### config.mk
export PLATFORM = sky130hd
export DESIGN_NAME = pid_position_increment_controller_top_flat
export DESIGN_NICKNAME = d
export VERILOG_FILES = /design/src/rtl/pidpi_pkg.sv /design/src/rtl/pidpi_cfg_if.sv /design/src/rtl/pidpi_sample_if.sv /design/src/rtl/pidpi_drive_if.sv /design/src/rtl/pidpi_cfg_regs.sv /design/src/rtl/pidpi_core.sv /design/src/rtl/pid_position_increment_controller_top.sv /design/src/flat_wrapper.sv
export SDC_FILE = /design/constraint.sdc
export NUM_CORES = 2
export LEC_CHECK = 0
export BUFFER_PORTS_ARGS = -buffer_cell sky130_fd_sc_hd__buf_4
export CORE_UTILIZATION = 60
export CTS_CLUSTER_SIZE = 30
export DETAILED_ROUTE_END_ITERATION = 8
export GPL_ROUTABILITY_DRIVEN = 0
export PLACE_DENSITY = 0.76
export RECOVER_POWER = 25
export SLEW_MARGIN = 5
export SYNTH_ARGS = -nofsm -noshare
export SYNTH_HDL_FRONTEND = slang
export SYNTH_SLANG_ARGS = --single-unit
### constraint.sdc
create_clock -name clk_i -period 57.2 [get_ports clk_i]
set_input_delay 11.44 -clock clk_i [delete_from_list [all_inputs] [get_ports clk_i]]
set_output_delay 11.44 -clock clk_i [all_outputs]
set_load 0.03 [all_outputs]
### src/rtl/pidpi_pkg.sv
// Shared types and constants of the PID position and increment controller.
`timescale 1ns / 1ps

package pidpi_pkg;

  // Fixed field widths of the configuration registers and of the drive result.
  localparam int unsigned CfgIdxW  = 4;
  localparam int unsigned CfgDataW = 16;
  localparam int unsigned DriveW   = 16;
  localparam int unsigned GainW    = 16;
  localparam int unsigned LimitW   = 15;
  localparam int unsigned ZoneW    = 16;

  typedef logic [CfgIdxW-1:0] cfg_idx_t;

  // Register indexes on the configuration channel.
  localparam cfg_idx_t RegMode       = cfg_idx_t'(0);
  localparam cfg_idx_t RegPropGain   = cfg_idx_t'(1);
  localparam cfg_idx_t RegIntegGain  = cfg_idx_t'(2);
  localparam cfg_idx_t RegDerivGain  = cfg_idx_t'(3);
  localparam cfg_idx_t RegDriveLimit = cfg_idx_t'(4);
  localparam cfg_idx_t RegIntegLimit = cfg_idx_t'(5);
  localparam cfg_idx_t RegClearZone  = cfg_idx_t'(6);
  localparam cfg_idx_t RegDeadZone   = cfg_idx_t'(7);

  typedef enum logic {
    ModePositional  = 1'b0,
    ModeIncremental = 1'b1
  } mode_e;

  typedef struct packed {
    mode_e             mode;
    logic [GainW-1:0]  prop_gain;
    logic [GainW-1:0]  integ_gain;
    logic [GainW-1:0]  deriv_gain;
    logic [LimitW-1:0] drive_limit;
    logic [LimitW-1:0] integ_limit;
    logic [ZoneW-1:0]  clear_zone;
    logic [ZoneW-1:0]  dead_zone;
  } cfg_t;

  localparam logic [LimitW-1:0] LimitReset = {LimitW{1'b1}};

endpackage

### src/rtl/pidpi_cfg_if.sv
// Configuration write channel of the PID controller.
`timescale 1ns / 1ps

interface pidpi_cfg_if;
  logic                                valid;
  logic                                ready;
  pidpi_pkg::cfg_idx_t                 index;
  logic [pidpi_pkg::CfgDataW-1:0]      data;

  modport source (output valid, output index, output data, input ready);
  modport sink   (input valid, input index, input data, output ready);
endinterface

### src/rtl/pidpi_sample_if.sv
// Sample request channel of the PID controller: setpoint and measured value.
`timescale 1ns / 1ps

interface pidpi_sample_if #(
  parameter int unsigned SAMPLE_WIDTH = 16
);
  logic                           valid;
  logic                           ready;
  logic signed [SAMPLE_WIDTH-1:0] setpoint;
  logic signed [SAMPLE_WIDTH-1:0] measured;

  modport source (output valid, output setpoint, output measured, input ready);
  modport sink   (input valid, input setpoint, input measured, output ready);
endinterface

### src/rtl/pidpi_drive_if.sv
// Drive result channel of the PID controller.
`timescale 1ns / 1ps

interface pidpi_drive_if;
  logic                                  valid;
  logic                                  ready;
  logic signed [pidpi_pkg::DriveW-1:0]   drive;

  modport source (output valid, output drive, input ready);
  modport sink   (input valid, input drive, output ready);
endinterface

### src/rtl/pidpi_cfg_regs.sv
// Configuration register file of the PID controller.
`timescale 1ns / 1ps

module pidpi_cfg_regs (
  input  logic              clk_i,
  input  logic              rst_ni,
  pidpi_cfg_if.sink         cfg_i,
  output pidpi_pkg::cfg_t   cfg_o
);

  pidpi_pkg::cfg_t cfg_q, cfg_d;
  logic            wr_en;

  assign cfg_i.ready = 1'b1;
  assign wr_en       = cfg_i.valid;

  always_comb begin
    cfg_d = cfg_q;
    if (wr_en) begin
      case (cfg_i.index)
        pidpi_pkg::RegMode:       cfg_d.mode        = pidpi_pkg::mode_e'(cfg_i.data[0]);
        pidpi_pkg::RegPropGain:   cfg_d.prop_gain   = cfg_i.data[pidpi_pkg::GainW-1:0];
        pidpi_pkg::RegIntegGain:  cfg_d.integ_gain  = cfg_i.data[pidpi_pkg::GainW-1:0];
        pidpi_pkg::RegDerivGain:  cfg_d.deriv_gain  = cfg_i.data[pidpi_pkg::GainW-1:0];
        pidpi_pkg::RegDriveLimit: cfg_d.drive_limit = cfg_i.data[pidpi_pkg::LimitW-1:0];
        pidpi_pkg::RegIntegLimit: cfg_d.integ_limit = cfg_i.data[pidpi_pkg::LimitW-1:0];
        pidpi_pkg::RegClearZone:  cfg_d.clear_zone  = cfg_i.data[pidpi_pkg::ZoneW-1:0];
        pidpi_pkg::RegDeadZone:   cfg_d.dead_zone   = cfg_i.data[pidpi_pkg::ZoneW-1:0];
        default: ;
      endcase
    end
  end

  always_ff @(posedge clk_i or negedge rst_ni) begin
    if (!rst_ni) begin
      cfg_q.mode        <= pidpi_pkg::ModePositional;
      cfg_q.prop_gain   <= '0;
      cfg_q.integ_gain  <= '0;
      cfg_q.deriv_gain  <= '0;
      cfg_q.drive_limit <= pidpi_pkg::LimitReset;
      cfg_q.integ_limit <= pidpi_pkg::LimitReset;
      cfg_q.clear_zone  <= '0;
      cfg_q.dead_zone   <= '0;
    end else begin
      cfg_q <= cfg_d;
    end
  end

  assign cfg_o = cfg_q;

endmodule

### src/rtl/pidpi_core.sv
// Control law of the PID controller with its loop state (last error, integral, held drive).
`timescale 1ns / 1ps

module pidpi_core #(
  parameter int unsigned SAMPLE_WIDTH   = 16,
  parameter int unsigned GAIN_FRAC_BITS = 8
) (
  input  logic                                 clk_i,
  input  logic                                 rst_ni,
  input  pidpi_pkg::cfg_t                      cfg_i,
  input  logic                                 step_i,
  input  logic signed [SAMPLE_WIDTH-1:0]       setpoint_i,
  input  logic signed [SAMPLE_WIDTH-1:0]       measured_i,
  output logic signed [pidpi_pkg::DriveW-1:0]  drive_o
);

  localparam int unsigned EW     = SAMPLE_WIDTH + 1;
  localparam int unsigned DW     = SAMPLE_WIDTH + 2;
  localparam int unsigned GW     = pidpi_pkg::GainW + 1;
  localparam int unsigned PE_W   = EW + GW;
  localparam int unsigned PD_W   = DW + GW;
  localparam int unsigned ACC_W  = GAIN_FRAC_BITS + pidpi_pkg::LimitW + 2;
  localparam int unsigned ASUM_W = ((PE_W > ACC_W) ? PE_W : ACC_W) + 1;
  localparam int unsigned POS_W  = ((PD_W > ACC_W) ? PD_W : ACC_W) + 2;
  localparam int unsigned HSH_W  = pidpi_pkg::DriveW + GAIN_FRAC_BITS;
  localparam int unsigned INC_W  = ((PD_W + 1 > HSH_W) ? PD_W + 1 : HSH_W) + 1;
  localparam int unsigned TOT_W  = ((POS_W > INC_W) ? POS_W : INC_W) + 1;
  localparam int unsigned MW     = (EW > pidpi_pkg::ZoneW) ? EW : pidpi_pkg::ZoneW;
  localparam logic [TOT_W-1:0] FracMask = TOT_W'((64'd1 << GAIN_FRAC_BITS) - 64'd1);

  logic signed [EW-1:0]                last_error_q;
  logic signed [ACC_W-1:0]             acc_q, acc_new;
  logic signed [pidpi_pkg::DriveW-1:0] held_q;

  logic signed [EW-1:0]     err;
  logic signed [DW-1:0]     derr;
  logic [EW-1:0]            mag;
  logic [MW-1:0]            mag_w, clear_w, dead_w;
  logic signed [GW-1:0]     kp_s, ki_s, kd_s;
  logic signed [PE_W-1:0]   p_err, i_err;
  logic signed [PD_W-1:0]   d_derr, p_derr;
  logic signed [ASUM_W-1:0] acc_sum, ilim, acc_clamp;
  logic signed [TOT_W-1:0]  pos_sum, inc_delta, inc_sum, sum, sum_adj, sum_q, dlim, dclamp;

  always_comb begin
    err     = EW'(setpoint_i) - EW'(measured_i);
    derr    = DW'(err) - DW'(last_error_q);
    mag     = err[EW-1] ? EW'(-err) : EW'(err);
    mag_w   = MW'(mag);
    clear_w = MW'(cfg_i.clear_zone);
    dead_w  = MW'(cfg_i.dead_zone);

    kp_s = $signed({1'b0, cfg_i.prop_gain});
    ki_s = $signed({1'b0, cfg_i.integ_gain});
    kd_s = $signed({1'b0, cfg_i.deriv_gain});

    p_err  = PE_W'(kp_s) * PE_W'(err);
    i_err  = PE_W'(ki_s) * PE_W'(err);
    d_derr = PD_W'(kd_s) * PD_W'(derr);
    p_derr = PD_W'(kp_s) * PD_W'(derr);

    // Positional: accumulate, clamp symmetrically, then clear inside the clear zone.
    acc_sum = ASUM_W'(acc_q) + ASUM_W'(i_err);
    ilim    = ASUM_W'($signed({1'b0, cfg_i.integ_limit})) <<< GAIN_FRAC_BITS;
    if (acc_sum > ilim) begin
      acc_clamp = ilim;
    end else if (acc_sum < -ilim) begin
      acc_clamp = -ilim;
    end else begin
      acc_clamp = acc_sum;
    end
    acc_new = (mag_w < clear_w) ? '0 : ACC_W'(acc_clamp);
    pos_sum = TOT_W'(p_err) + TOT_W'(acc_new) + TOT_W'(d_derr);

    // Incremental: the integral term only applies outside the clear zone.
    inc_delta = TOT_W'(p_derr) + ((mag_w > clear_w) ? TOT_W'(i_err) : '0);
    inc_sum   = (TOT_W'(held_q) <<< GAIN_FRAC_BITS) + inc_delta;

    sum = (cfg_i.mode == pidpi_pkg::ModeIncremental) ? inc_sum : pos_sum;

    // Truncate toward zero: bias negative values before the arithmetic shift.
    sum_adj = sum + (sum[TOT_W-1] ? $signed(FracMask) : TOT_W'(0));
    sum_q   = sum_adj >>> GAIN_FRAC_BITS;

    dlim = TOT_W'($signed({1'b0, cfg_i.drive_limit}));
    if (sum_q > dlim) begin
      dclamp = dlim;
    end else if (sum_q < -dlim) begin
      dclamp = -dlim;
    end else begin
      dclamp = sum_q;
    end
    drive_o = (mag_w < dead_w) ? '0 : pidpi_pkg::DriveW'(dclamp);
  end

  always_ff @(posedge clk_i or negedge rst_ni) begin
    if (!rst_ni) begin
      last_error_q <= '0;
      acc_q        <= '0;
      held_q       <= '0;
    end else if (step_i) begin
      last_error_q <= err;
      held_q       <= drive_o;
      if (cfg_i.mode == pidpi_pkg::ModePositional) begin
        acc_q <= acc_new;
      end
    end
  end

endmodule

### src/rtl/pid_position_increment_controller_top.sv
// Top level of the PID position and increment controller.
`timescale 1ns / 1ps

// Channel   Direction  Payload                       Handshake
// cfg_i     in         index, data                   valid / ready
// sample_i  in         setpoint, measured            valid / ready
// drive_o   out        drive                         valid / ready
//
// Each sample request is captured in an input register; when it moves on, the
// whole control law is evaluated and written to the output register together
// with the loop state, and the result is offered on drive_o from there. One
// request is taken every cycle while drive_o does not stall. The clock period
// is bounded by that single pass through the four gain multipliers, the sums
// and the clamps.
// Reset clears the loop state and the handshake flags and loads the register
// defaults (both limits at full scale, all gains and zones at zero).
// While the output register holds a result that is not taken, one more request
// is still captured in the input register; only then is sample_i held off.

module pid_position_increment_controller_top #(
  parameter int unsigned SAMPLE_WIDTH   = 16,
  parameter int unsigned GAIN_FRAC_BITS = 8
) (
  input  logic               clk_i,
  input  logic               rst_ni,
  pidpi_cfg_if.sink          cfg_i,
  pidpi_sample_if.sink       sample_i,
  pidpi_drive_if.source      drive_o
);

  pidpi_pkg::cfg_t cfg;

  // Input register: one request waiting for evaluation.
  logic                           in_valid_q, in_valid_d;
  logic signed [SAMPLE_WIDTH-1:0] setpoint_q, measured_q;

  // Output register: one finished drive value waiting to be taken.
  logic                                 out_valid_q, out_valid_d;
  logic signed [pidpi_pkg::DriveW-1:0]  drive_q, drive_next;

  logic in_accept;
  logic advance;

  pidpi_cfg_regs u_cfg_regs (
    .clk_i  (clk_i),
    .rst_ni (rst_ni),
    .cfg_i  (cfg_i),
    .cfg_o  (cfg)
  );

  pidpi_core #(
    .SAMPLE_WIDTH   (SAMPLE_WIDTH),
    .GAIN_FRAC_BITS (GAIN_FRAC_BITS)
  ) u_core (
    .clk_i      (clk_i),
    .rst_ni     (rst_ni),
    .cfg_i      (cfg),
    .step_i     (advance),
    .setpoint_i (setpoint_q),
    .measured_i (measured_q),
    .drive_o    (drive_next)
  );

  // A request moves on when the output register is empty or being emptied;
  // the loop state is updated on that same edge, ready for the next request.
  assign advance        = in_valid_q && (!out_valid_q || drive_o.ready);
  assign sample_i.ready = !in_valid_q || advance;
  assign in_accept      = sample_i.valid && sample_i.ready;

  always_comb begin
    in_valid_d = in_valid_q;
    if (in_accept) begin
      in_valid_d = 1'b1;
    end else if (advance) begin
      in_valid_d = 1'b0;
    end

    out_valid_d = out_valid_q;
    if (advance) begin
      out_valid_d = 1'b1;
    end else if (drive_o.ready) begin
      out_valid_d = 1'b0;
    end
  end

  always_ff @(posedge clk_i or negedge rst_ni) begin
    if (!rst_ni) begin
      in_valid_q  <= 1'b0;
      out_valid_q <= 1'b0;
    end else begin
      in_valid_q  <= in_valid_d;
      out_valid_q <= out_valid_d;
    end
  end

  always_ff @(posedge clk_i) begin
    if (in_accept) begin
      setpoint_q <= sample_i.setpoint;
      measured_q <= sample_i.measured;
    end
    if (advance) begin
      drive_q <= drive_next;
    end
  end

  assign drive_o.valid = out_valid_q;
  assign drive_o.drive = drive_q;

endmodule

### src/flat_wrapper.sv
// flat-port wrapper written by rule: the top's interface ports become plain ports
module pid_position_increment_controller_top_flat 
#(
  parameter int unsigned SAMPLE_WIDTH   = 16,
  parameter int unsigned GAIN_FRAC_BITS = 8
)
  (clk_i, rst_ni, cfg_i_valid, cfg_i_index, cfg_i_data, cfg_i_ready, sample_i_valid, sample_i_setpoint, sample_i_measured, sample_i_ready, drive_o_valid, drive_o_drive, drive_o_ready);
  pidpi_cfg_if cfg_i_i ();
  pidpi_sample_if #(.SAMPLE_WIDTH(SAMPLE_WIDTH)) sample_i_i ();
  pidpi_drive_if drive_o_i ();
  input  logic clk_i;
  input  logic rst_ni;
  input wire logic [$bits(cfg_i_i.valid)-1:0] cfg_i_valid;
  input wire logic [$bits(cfg_i_i.index)-1:0] cfg_i_index;
  input wire logic [$bits(cfg_i_i.data)-1:0] cfg_i_data;
  output wire logic [$bits(cfg_i_i.ready)-1:0] cfg_i_ready;
  input wire logic [$bits(sample_i_i.valid)-1:0] sample_i_valid;
  input wire logic [$bits(sample_i_i.setpoint)-1:0] sample_i_setpoint;
  input wire logic [$bits(sample_i_i.measured)-1:0] sample_i_measured;
  output wire logic [$bits(sample_i_i.ready)-1:0] sample_i_ready;
  output wire logic [$bits(drive_o_i.valid)-1:0] drive_o_valid;
  output wire logic [$bits(drive_o_i.drive)-1:0] drive_o_drive;
  input wire logic [$bits(drive_o_i.ready)-1:0] drive_o_ready;
  assign cfg_i_i.valid = cfg_i_valid;
  assign cfg_i_i.index = cfg_i_index;
  assign cfg_i_i.data = cfg_i_data;
  assign cfg_i_ready = cfg_i_i.ready;
  assign sample_i_i.valid = sample_i_valid;
  assign sample_i_i.setpoint = sample_i_setpoint;
  assign sample_i_i.measured = sample_i_measured;
  assign sample_i_ready = sample_i_i.ready;
  assign drive_o_valid = drive_o_i.valid;
  assign drive_o_drive = drive_o_i.drive;
  assign drive_o_i.ready = drive_o_ready;
  pid_position_increment_controller_top #(.SAMPLE_WIDTH(SAMPLE_WIDTH), .GAIN_FRAC_BITS(GAIN_FRAC_BITS)) u_core (.clk_i(clk_i), .rst_ni(rst_ni), .cfg_i(cfg_i_i), .sample_i(sample_i_i), .drive_o(drive_o_i));
endmodule
==> out/metrics.cfg <==
[drt]
post_drt_wl_per_cell_um=21.08
drt-initial-drc-count=4314
drt-pass1-iter-count=8
viasPerCell=5.897
routed_wirelength_um=172700
ant_nets=0
vias=48320
drcViolationCount=0

[synth]
synth_nets=8784
ys_ff_latch=219
synth_edf_count=48
yosysUniqueCellTypes=98
yosysWarnings=0
synth_ff_type=dfrtp_1
synthesis.area_um2=61960
synthArstFlopShare=0.7808
synth_cells=6921
seq_area_frac_synth=0.09294
avgSynthCellArea_um2=8.952

[layout]
drive_gt1_frac=0.05758
fillerInstances=8385
area_delta_synth_final_pct=4.794
finish.utilization=0.6363
fin_nets=8668

[sta]
relSlewSlack=-2.031
setup_viol=0
fmax_mhz=37.90
fin_ws_ns=30.81
tightest_slew_ns=4.546
fin_crit_sh=0.4613
rsz0062_at_grt=false
finalHoldViolCount=0
fin_skew_ns=0.04219
period_needed_ns=26.39
drv_slew=125
finalSetupTns_ns=0

[grt]
overflow=0
grt.total_usage=0.3422
grt_max_degree=71
grt_pass1_wl_um=274900
grt_pass1_vias=50110
antenna_found_initial=3

[worst_setup_path]
criticalPathCategory=flip-flop to flip-flop
reg2reg_slack_ns=30.81
critical_path.slowest_cell=a21boi_4
critPathMaxStageDelay_ns=0.77
crit_path_start_kind=flip-flop
cp_max_fo=43
crit_arrival_ns=26.84
worstSetupEndpointType=flip-flop
worstPathRequired_ns=57.66

[clocking]
cts_tree=built
postCtsSetupRepairBufs=0
post_cts_resize_count=0
root_buffer=clkbuf_16
clockBufferDepth=3
clkLatencyLatePin_ns=0.60
clock-sinks=219
cts_made_buffers=27
hold_buffers=0
htree_levels=1
clk_pin_slew_worst_paths_ns=0.07

[floorplanning]
ioPinCount=76
dieArea_um2=104600
start_util=0.6072
rows=117
core_um2=102000
die_y_um=323.3
die_width_um=323.3

[placed_design]
dp_hpwl_um=136800
port_buffers=74
pre_cts_ws_ns=31.49

[min_path]
hp-class=flip-flop to flip-flop

[outcome]
violations=capacitance limit, slew limit
status=finished, violations left

[job]
max-cap-violations=3

## logic make-up (layout without fill, tap and decap cells)
| logic type | after synthesis | after routing | share of synthesized area |
|---|---|---|---|
| AOI/OAI and AO/OA | 827 | 827 | 0.08894 |
| other | 1 | 2 | 0.00006053 |
| adders and majority gates | 1807 | 1807 | 0.5039 |
| xor gates and xnor gates | 239 | 239 | 0.03379 |
| and+or+nand+nor | 1939 | 1939 | 0.1543 |
| DFF | 219 | 219 | 0.09294 |
| buffers and inverters | 1792 | 1696 | 0.1088 |
| muxes | 97 | 97 | 0.01723 |
## placed cells by master (no fill, tap or decap), drive strengths merged, types with 14 or more instances in the layout
cell type	Yosys	final
xor2	68	68
o211ai	30	30
nor3	60	60
dfstp	30	30
nor2	153	153
and2	448	448
a31oi	22	22
or2	18	18
mux2i	20	20
o21ai	200	200
nand3	62	62
inv	1491	1495
a21oi	192	192
a21o	73	73
nand2b	76	76
or3	21	21
a211oi	33	33
clkbuf	272	76
xnor2	171	171
o21bai	46	46
nor4	16	16
o21a	52	52
o31ai	41	41
ha	659	659
fa	1147	1147
nand3b	14	14
nor2b	125	125
mux2	77	77
dfrtp	141	141
and3	30	30
edfxtp	48	48
buf	28	119
nand2	855	855
nand4	33	33
## sequential cells by signal, indices dropped and copies added, names as in the netlist, 16 cells and up
| name | cells |
|---|---|
| u_core.u_cfg_regs.cfg_o | 111 |
| u_core.u_core.acc_q | 25 |
| u_core.u_core.last_error_q | 17 |
| u_core.drive_o.drive | 16 |
| u_core.measured_q | 16 |
| u_core.setpoint_q | 16 |
| u_core.u_core.held_q | 16 |
## critical path: cells and delay by family, from the launching register on
family	cells	cell delay [ns]
DFF	1	0.38
and+or+nand+nor	22	4.70
AOI/OAI and AO/OA	38	8.32
adders and majority gates	21	8.95
muxes	3	0.87
buffers and inverters	14	1.90
xor gates and xnor gates	3	1.07
## cell type report
class / instances / area [um2] / area share
Multi-Input combinational cell: 4910 / 49790 / 0.7668
Sequential cell: 219 / 5759 / 0.08870
Inverter: 1492 / 5600 / 0.08626
Tap cell: 1368 / 1712 / 0.02636
Timing Repair Buffer: 155 / 1152 / 0.01775
Clock buffer: 40 / 805.8 / 0.01241
Clock inverter: 9 / 108.9 / 0.001677
Antenna cell: 1 / 2.502 / 0.00003854
## final timing paths
path / start / to / cells past startpoint
setup / recovery: u_core.setpoint_q[3] / u_core.u_core.held_q[10] / 101
hold / removal: u_core.u_core.last_error_q[1] / u_core.u_core.last_error_q[1] / 2
setup reg to reg: u_core.setpoint_q[3] / u_core.u_core.held_q[10] / 101
hold reg to reg: u_core.u_core.last_error_q[1] / u_core.u_core.last_error_q[1] / 2
max in group asynchronous: rst_ni / u_core.u_core.held_q[3] / 2
min in group asynchronous: rst_ni / u_core.u_cfg_regs.cfg_o[26] / 1
## cells in the mapped netlist, types with 14 or more instances
master | n | share of area
a31oi_1 | 20 | 0.0020
or3_1 | 21 | 0.0021
o211ai_1 | 29 | 0.0035
a21oi_1 | 187 | 0.015
nand2_1 | 855 | 0.052
nor2_1 | 153 | 0.0093
nand2b_1 | 76 | 0.0077
nor3_1 | 60 | 0.0048
o21a_1 | 52 | 0.0063
nand3b_1 | 14 | 0.0017
fa_1 | 1147 | 0.37
clkbuf_1 | 271 | 0.016
nand4_1 | 33 | 0.0033
or2_2 | 15 | 0.0015
inv_1 | 1490 | 0.090
dfrtp_1 | 141 | 0.057
o31ai_1 | 41 | 0.0050
xor2_1 | 68 | 0.0096
a21o_1 | 73 | 0.0088
nor4_1 | 14 | 0.0014
ha_1 | 659 | 0.13
o21bai_1 | 46 | 0.0056
nor2b_1 | 125 | 0.013
edfxtp_1 | 48 | 0.023
o21ai_0 | 195 | 0.016
mux2_2 | 76 | 0.014
nand3_1 | 62 | 0.0050
mux2i_1 | 20 | 0.0032
and3_1 | 30 | 0.0030
dfstp_2 | 30 | 0.013
and2_1 | 448 | 0.045
xnor2_1 | 171 | 0.024
buf_1 | 24 | 0.0015
a211oi_1 | 31 | 0.0038
## through the flow
step | area, um2 | std cells | hold slack, ns
after floorplan | 61960 | 6921 | 0.4485
after global placement | 64030 | 8144 | 0.4648
after detailed placement | 64030 | 8144 | 0.4701
after CTS | 64940 | 8193 | 0.4844
after global routing | 64920 | 8193 | 0.5041
final | 64930 | 8194 | 0.4823
## routing by layer
| metal | global-route usage | wire length, um | vias to the layer above |
|---|---|---|---|
| met5 | 0.002315 | 39 | - |
| met2 | 0.5493 | 79370 | 2273 |
| li1 | - | - | 21170 |
| met4 | 0.1888 | 11780 | 6 |
| met1 | 0.4477 | 66090 | 24370 |
| met3 | 0.04877 | 15480 | 507 |
Power is left out: the tool's default activity adds up to more than one toggle a clock period on the data nets, which glitch-free logic cannot reach.
